**src/hdl/frame_peak_audio_agc_core_macros.svh**
```systemverilog
// assertion macros used by the agc datapath
`ifndef FRAME_PEAK_AUDIO_AGC_CORE_MACROS_SVH
`define FRAME_PEAK_AUDIO_AGC_CORE_MACROS_SVH
`ifndef SYNTHESIS
`define FPAGC_CHECK(lbl, prop) \
  lbl: assert property (@(posedge clk) disable iff (!rst_n) prop) else $error("agc check failed");
`define FPAGC_CHECK_ALWAYS(lbl, prop) \
  lbl: assert property (@(posedge clk) prop) else $error("agc check failed");
`else
`define FPAGC_CHECK(lbl, prop)
`define FPAGC_CHECK_ALWAYS(lbl, prop)
`endif
`endif

```
**src/hdl/fpagc_pkg.sv**
```systemverilog
// shared types and constants of the frame peak agc
package fpagc_pkg;
  localparam int SAMPLE_W       = 16;
  localparam int GAIN_W         = 22;
  localparam int DIV_NUM_W      = 31;
  localparam int DIV_DEN_W      = 17;
  localparam int FRAME_LEN_DEF  = 160;
  localparam int HIST_DEPTH_DEF = 25;
  localparam int LIMIT_DIV      = 20;

  localparam logic [GAIN_W-1:0]    GAIN_MAX   = 22'd3276800;
  localparam logic [GAIN_W-1:0]    GAIN_RESET = 22'd1638400;
  localparam logic [DIV_NUM_W-1:0] TARGET_NUM = 31'd1966080000;

  // reciprocal multiply for gain / 20, exact for any 22-bit gain
  localparam int LIM_SHIFT = 27;
  localparam int LIM_MUL_W = 23;
  localparam logic [LIM_MUL_W-1:0] LIM_MUL =
    LIM_MUL_W'(((64'd1 << LIM_SHIFT) + 64'(LIMIT_DIV) - 64'd1) / 64'(LIMIT_DIV));

  // reciprocal multiply for rise / frame length, exact for rise below 2^18
  localparam int RAMP_SHIFT = 28;
  localparam int RAMP_MUL_W = 26;

  localparam logic [1:0] MODE_AUTO   = 2'd0;
  localparam logic [1:0] MODE_FIXED  = 2'd1;
  localparam logic [1:0] MODE_BYPASS = 2'd2;
  localparam logic [1:0] MODE_SPARE  = 2'd3;

  localparam logic CFG_MODE  = 1'b0;
  localparam logic CFG_FIXED = 1'b1;

  typedef struct packed {
    logic       accept;
    logic       calc_gain;
    logic       mul;
    logic       emit;
    logic       fd_start;
    logic       scan_step;
    logic       div_start;
    logic       target_max;
    logic       take_quot;
    logic       apply_low;
    logic       set_rise;
    logic       set_lim;
    logic       set_ramp;
  } cmd_t;

  typedef struct packed {
    logic frame_ready;
    logic last;
    logic auto_mode;
    logic out_free;
    logic scan_last;
    logic peak_zero;
    logic div_done;
    logic target_low;
  } stat_t;
endpackage

```
**src/hdl/fpagc_ctrl.sv**
```systemverilog
// agc sequencer: per-sample steps and frame-end gain update
module fpagc_ctrl (
  input  logic              clk,
  input  logic              rst_n,
  input  logic              in_valid,
  output logic              in_ready,
  input  fpagc_pkg::stat_t  stat,
  output fpagc_pkg::cmd_t   cmd
);
  import fpagc_pkg::*;

  localparam logic [3:0] ST_IDLE  = 4'd0;
  localparam logic [3:0] ST_GAIN  = 4'd1;
  localparam logic [3:0] ST_MUL   = 4'd2;
  localparam logic [3:0] ST_OUT   = 4'd3;
  localparam logic [3:0] ST_HIST  = 4'd4;
  localparam logic [3:0] ST_SCAN  = 4'd5;
  localparam logic [3:0] ST_TSTRT = 4'd6;
  localparam logic [3:0] ST_TWAIT = 4'd7;
  localparam logic [3:0] ST_TCMP  = 4'd8;
  localparam logic [3:0] ST_LWAIT = 4'd9;
  localparam logic [3:0] ST_RWAIT = 4'd10;

  logic [3:0] state_r;
  logic [3:0] state_nxt;

  always_comb begin
    cmd       = '0;
    state_nxt = state_r;
    in_ready  = 1'b0;
    unique case (state_r)
      ST_IDLE: begin
        in_ready = 1'b1;
        if (in_valid) begin
          cmd.accept = 1'b1;
          state_nxt  = ST_GAIN;
        end
      end
      ST_GAIN: begin
        cmd.calc_gain = 1'b1;
        state_nxt     = ST_MUL;
      end
      ST_MUL: begin
        cmd.mul   = 1'b1;
        state_nxt = ST_OUT;
      end
      ST_OUT: begin
        if (!stat.frame_ready || stat.out_free) begin
          cmd.emit  = 1'b1;
          state_nxt = stat.last ? ST_HIST : ST_IDLE;
        end
      end
      ST_HIST: begin
        cmd.fd_start = 1'b1;
        state_nxt    = stat.auto_mode ? ST_SCAN : ST_IDLE;
      end
      ST_SCAN: begin
        cmd.scan_step = 1'b1;
        if (stat.scan_last) begin
          state_nxt = ST_TSTRT;
        end
      end
      ST_TSTRT: begin
        if (stat.peak_zero) begin
          cmd.target_max = 1'b1;
          state_nxt      = ST_TCMP;
        end else begin
          cmd.div_start = 1'b1;
          state_nxt     = ST_TWAIT;
        end
      end
      ST_TWAIT: begin
        if (stat.div_done) begin
          cmd.take_quot = 1'b1;
          state_nxt     = ST_TCMP;
        end
      end
      ST_TCMP: begin
        if (stat.target_low) begin
          cmd.apply_low = 1'b1;
          state_nxt     = ST_IDLE;
        end else begin
          cmd.set_rise = 1'b1;
          state_nxt    = ST_LWAIT;
        end
      end
      ST_LWAIT: begin
        cmd.set_lim = 1'b1;
        state_nxt   = ST_RWAIT;
      end
      ST_RWAIT: begin
        cmd.set_ramp = 1'b1;
        state_nxt    = ST_IDLE;
      end
      default: begin
        state_nxt = ST_IDLE;
      end
    endcase
  end

  always_ff @(posedge clk) begin
    if (!rst_n) begin
      state_r <= ST_IDLE;
    end else begin
      state_r <= state_nxt;
    end
  end
endmodule
```
**config.mk**
```make
export PLATFORM = sky130hd
export DESIGN_NAME = fpagc_ctrl
export DESIGN_NICKNAME = d
export VERILOG_FILES = /design/src/hdl/frame_peak_audio_agc_core_macros.svh /design/src/hdl/fpagc_pkg.sv /design/src/hdl/fpagc_ctrl.sv
export SDC_FILE = /design/constraint.sdc
export NUM_CORES = 1
export LEC_CHECK = 0
export ABC_CLOCK_PERIOD_IN_PS = 3800
export CAP_MARGIN = 20
export CORE_MARGIN = 1.5
export CORE_UTILIZATION = 35
export CTS_CLUSTER_DIAMETER = 50
export DETAILED_ROUTE_END_ITERATION = 6
export DONT_BUFFER_PORTS = 1
export PLACE_DENSITY = 0.47
export SLEW_MARGIN = 5
export SYNTH_ARGS = -nofsm -noshare
export SYNTH_HDL_FRONTEND = slang
export SYNTH_SLANG_ARGS = --single-unit
```
**constraint.sdc**
```tcl
create_clock -name clk -period 3.8 [get_ports clk]
set_input_delay 0.38 -clock clk [delete_from_list [all_inputs] [get_ports clk]]
set_output_delay 0.38 -clock clk [all_outputs]
set_load 0.005 [all_outputs]
```
== Yosys cells after proc, flatten, opt, wreduce, memory -nomap -nowiden ==
Cells that the tools add are included.

* Equality and inequality tests: 14
* Mux-type cells: 28
* Reductions and logical operators: 4

{| class="wikitable"
|+ Operator list
! kind !! number
|-
| $pmux W4 S10 || 1
|-
| $mux W4 || 6
|-
| $mux W1 || 17
|-
| $eq A4 B3 Y1 const B || 4
|-
| $eq A4 B4 Y1 const B || 3
|-
| $eq A4 B2 Y1 const B || 2
|-
| $ne A2 B2 Y1 const B || 4
|-
| $mux W3 || 2
|-
| $eq A4 B1 Y1 const B || 1
|-
| $logic_not A4 Y1 || 1
|-
| $mux W2 || 2
|-
| $reduce_and A4 Y1 || 1
|-
| $logic_not A1 Y1 || 1
|-
| $logic_or A1 B1 Y1 || 1
|}

* Flip-flop bits (word level): 4
* Output and inout bits: 14

== Depth between registers and ports, before layout ==
* Depth after elaboration: 4
* Depth in mapped cells: 6
* Gate-level depth less buffers: 4

== Worst setup path after synthesis ==
OpenSTA, ideal clock, no wires.

* Path type: flip-flop to output port
* Start: reg state_r[2]
* End: out cmd[12] (netlist bit)
* Path slack: 2.262 ns
* Data arrival time: 1.158 ns
* Required time: 3.420 ns
* Cell stages (with the launch flop): 5
* Path buffers: 2
* Path through: dfxtp_1 > buf_6 > clkbuf_1 > nor4_1 > and2_1

{| class="wikitable"
|+ RTL lines
! what !! RTL line !! RTL
|-
| start, declared || fpagc_ctrl.sv:24 || <nowiki>logic [3:0] state_r;</nowiki>
|-
| start signal, assigned || fpagc_ctrl.sv:105 || <nowiki>state_r <= state_nxt;</nowiki>
|-
| end, declared || fpagc_ctrl.sv:8 || <nowiki>output fpagc_pkg::cmd_t cmd</nowiki>
|}

==> qor_table.md <==
| Stage | Result | Reported |
|:---|:---|:---|
| outcome | Run status | finished, final reports clean |
| drt | Top Layer Used | met3 |
| logic synthesis | Dominant synthesized flop cell | sky130_fd_sc_hd__dfxtp_1 |
| critical path | Start-to-end type of the worst setup path | flip-flop to primary output |
| placed design | Input/output buffers | 0 |
| min path | Startpoint of the most critical hold path | rst_n |
| sta | Setup total negative slack | 0 ns |
| floorplan | Initial Util | 37.00% |
| logic synthesis | Largest family of logic cells by synthesized area | simple AND/OR/NAND/NOR gates |
| logic synthesis | Top area cells in the synthesized netlist | sky130_fd_sc_hd__dfxtp_1 (17%), sky130_fd_sc_hd__nor3_1 (7.4%), sky130_fd_sc_hd__o21ai_0 (7.4%) |
| sta | Final period demand of the worst path | 1.894 ns |
| drt | First-pass detailed-route iteration total | 3 |
| floorplan | Die ar. | 1588 sq um |
| placed design | Global placement routability congestion | 0.7848 |
| logic synthesis | Seq/Total Area, Yosys | 16.84% |
| layout | Fraction of final layout cells with drive strength greater than 1 | 9.231% |
| drt | Count of vias placed by the detailed router | 485 |
| clock tree | Master cell of the clock root buffer | sky130_fd_sc_hd__clkbuf_4 |
| logic synthesis | Post-synthesis mux area share | 4.211% |
| clock tree | Resized Gates After CTS | 0 |
| sta | Headroom to the max-slew limit | 58.72% |
| logic synthesis | Leading area contributor after synthesis | sky130_fd_sc_hd__dfxtp_1 |
| layout | Final Instance Area | 483.0 sq um |
| floorplan | Core Box Area | 1285 sq um |
| drt | Final wirelength | 1147 microns |
| logic synthesis | Adder-cell area share of the yosys netlist | 0% |
| drt | Starting DRC count in detailed routing | 11 |
| pwr | Peak VDD IR | 0.0002113 V |
| logic synthesis | Complex-gate fraction of the synthesized area | 25.53% |
| critical path | Reg-to-reg critical path startpoint | state_r[2]$_SDFFE_PN0P_ |
| layout | Net count reported at finish | 78 |
| drt | Drt wl/cell | 14.34 microns |
| logic synthesis | Number of distinct library cells after synthesis | 31 |
| critical path | Worst-path maximum fanout | 20 |
| logic synthesis | Post-synthesis instance area | 475.5 sq um |
| sta | Final critical-path setup slack | 1.906 ns |
| global routing | Vias in the first global route | 432 |
| drt | Via/cell ratio | 6.063 |
| sta | Maximum clock rate | 528.0 MHz |
| pwr | Switching component of the power | 0.1071 mW |
| pwr | Switching Fraction | 44.43% |
| drt | Antenna Violating Nets Remaining | 0 |
| sta | Count of endpoints failing setup in the final report | 0 |
| logic synthesis | Synth async-reset ratio | 0% |
| layout | Largest Register | state_r |
| sta | Setup repair after global routing missed its margin | no |
| placed design | Post-place instance area | 460.4 sq um |
| sta | Clock Skew | 0.0008772 ns |
| logic synthesis | Yosys top cell area share | 16.84% |
| critical path | Maximum single-stage delay on the critical path | 0.70 ns |
| min path | Worst Hold Class | input pin to flip-flop |
| critical path | Arrival time of the worst setup path | 1.51 ns |
| layout | Max FFs per register | 4 |
| critical path | Slowest stage cell on the critical path | sky130_fd_sc_hd__dfxtp_1 |
| clock tree | Hold Buf Count CTS | 0 |
| layout | Leading registers by flop count | state_r: 4 flops |
| critical path | Setup crit start kind | flip-flop |
| clock tree | CTS max path bufs | 2 |
| critical path | Endpoint kind of the worst setup timing path | primary output |
| drt | M1 WL | 576 microns |
| pwr | Clock share of power | 21.5% |
| global routing | Maximum number of pins on one net before global-route repair | 21 |
| layout | Ant. Diodes | 0 |
| sta | Measured slew at the worst slew-check pin | 0.6184 ns |
| clock tree | Inserted Clock Buffers | 3 |
| logic synthesis | Synthesized netlist net count | 79 |
| clock tree | Clock slew at reported path FFs | 0.04 ns |
| logic synthesis | Synthesis Warnings | 0 |
| logic synthesis | Share of synthesized cell area in and, or, nand and nor gates | 42.37% |
| floorplan | Top-Level Pins | 25 |
| flow run | MaxCap Viol Count | 0 |
| placed design | Pre-CTS setup slack | 1.982 ns |
| pwr | Cell internal power dissipation | 0.1339 mW |
| layout | Fillers | 137 |
| critical path | Critical-path cell list | nand2b_1, nor3_1 |
| global routing | Global routing usage summed across all routing layers | 18.64% |
| logic synthesis | Gate Count Post-Synth | 68 |
| global routing | First-pass GRT wire length | 1945 microns |
| critical path | Buf/Inv on CP | 0 |
| floorplan | Width of the chip | 39.86 microns |
| pwr | Power density over the cells | 498.9 nW/um^2 |
| global routing | Sum of overflow across all layers after global routing | 0 |
| sta | Max-slew violation count | 0 |
| pwr | Part of the power in registers | 37.9% |
| clock tree | CTS HTree Levels | 1 |
| floorplan | Die Y | 39.86 microns |
| pwr | Part of the total power dissipated in combinational logic | 40.6% |
| logic synthesis | Number of enable flip-flop cells after synthesis | 0 |
| sta | Count of final hold-check violations | 0 |
| clock tree | Clock Latency Late Sink | 0.23 ns |
| layout | Final standard cell utilization of the core | 37.59% |
| drt | Met2 Routed Length | 485 microns |
| drt | Metal3 WL | 85 microns |
| critical path | Critical path data required time | 3.42 ns |
| clock tree | Clk sinks | 4 |
| critical path | Setup crit start | state_r[1]$_SDFFE_PN0P_ |
| pwr | Post-route total power | 0.2410 mW |
| global routing | Initial antenna violation count | 0 |
| drt | Number of remaining DRC errors | 0 |
| logic synthesis | Fraction of synthesized cell area in xor and xnor cells | 0% |
| pwr | Pleak | 0.1672 nW |
| floorplan | FP Rows | 13 |
| critical path | Crit path max-delay family | flip-flops |
| layout | Area growth from synthesis to final layout | 1.579% |
| clock tree | TritonCTS clock tree | yes |
| sta | Crit share post-route | 49.84% |
| logic synthesis | Average footprint of a synthesized cell | 6.992 sq um |
| clock tree | Buffer count from post-CTS setup fixing | 0 |
| logic synthesis | Flip-flop and latch count after synthesis | 4 |
## kinds of logic after synthesis
group,Yosys count
and+or+nand+nor,34
AOI/OAI and AO/OA,17
buffers and inverters,11
DFF,4
muxes,2
## final cells by class
type                    instances  area, sq um  area share, %
clock buffers                   3        22.52          4.663
inverters                       5        18.77          3.886
well taps                      15        18.77          3.886
multi-input cells              53        342.8          70.98
flip-flops and latches          4        80.08          16.58
## synthesized netlist by cell type, drive strengths merged (2+ instances only)
cell and number:
nor2 5, nor3 7, nor2b 3, nor4bb 2
o21ai 7, dfxtp 4, buf 5, nand2b 4
inv 5, mux2i 2, nand2 5, a21oi 3
nor4 2
## metal layers
metal / up-vias / GRT usage (%)
li1: 246 / -
met1: 220 / 26.26
met2: 19 / 25.82
met3: 0 / 8.523
met4: 0 / 2.586
met5: - / 0
## layout by cell type (no fill, tap or decap), drive strengths merged, types with 2 or more instances in the layout
cell type  instances
inv                5
nor2b              3
mux2i              2
a21oi              3
nor4bb             2
clkbuf             3
nor4               2
o21ai              7
nand2b             4
nand2              5
nor2               5
dfxtp              4
nor3               7
## metrics by stage
stage | hold slack, ns | std cells
floorplan | 0.5266 | 68
global placement | 0.5411 | 77
detailed placement | 0.5381 | 77
CTS | 0.2895 | 80
global route | 0.2843 | 80
finish | 0.2975 | 80
## power groups by stage
stage / sequential, mW / combinational, mW / clock, mW
floorplan: 0.0581 / 0.118 / 0
global placement: 0.0913 / 0.0986 / 0
detailed placement: 0.0912 / 0.0978 / 0
CTS: 0.0906 / 0.0980 / 0.0544
global route: 0.0963 / 0.110 / 0.0591
finish: 0.0914 / 0.0977 / 0.0518
## worst paths after layout
path	to	slack (ns)	cells past startpoint
max	cmd[10]	1.91	2
min	state_r[1]$_SDFFE_PN0P_	0.30	2
max reg2reg	state_r[3]$_SDFFE_PN0P_	1.98	4
min reg2reg	state_r[2]$_SDFFE_PN0P_	0.73	2
No activity file was read; power rests on OpenSTA's default activity.
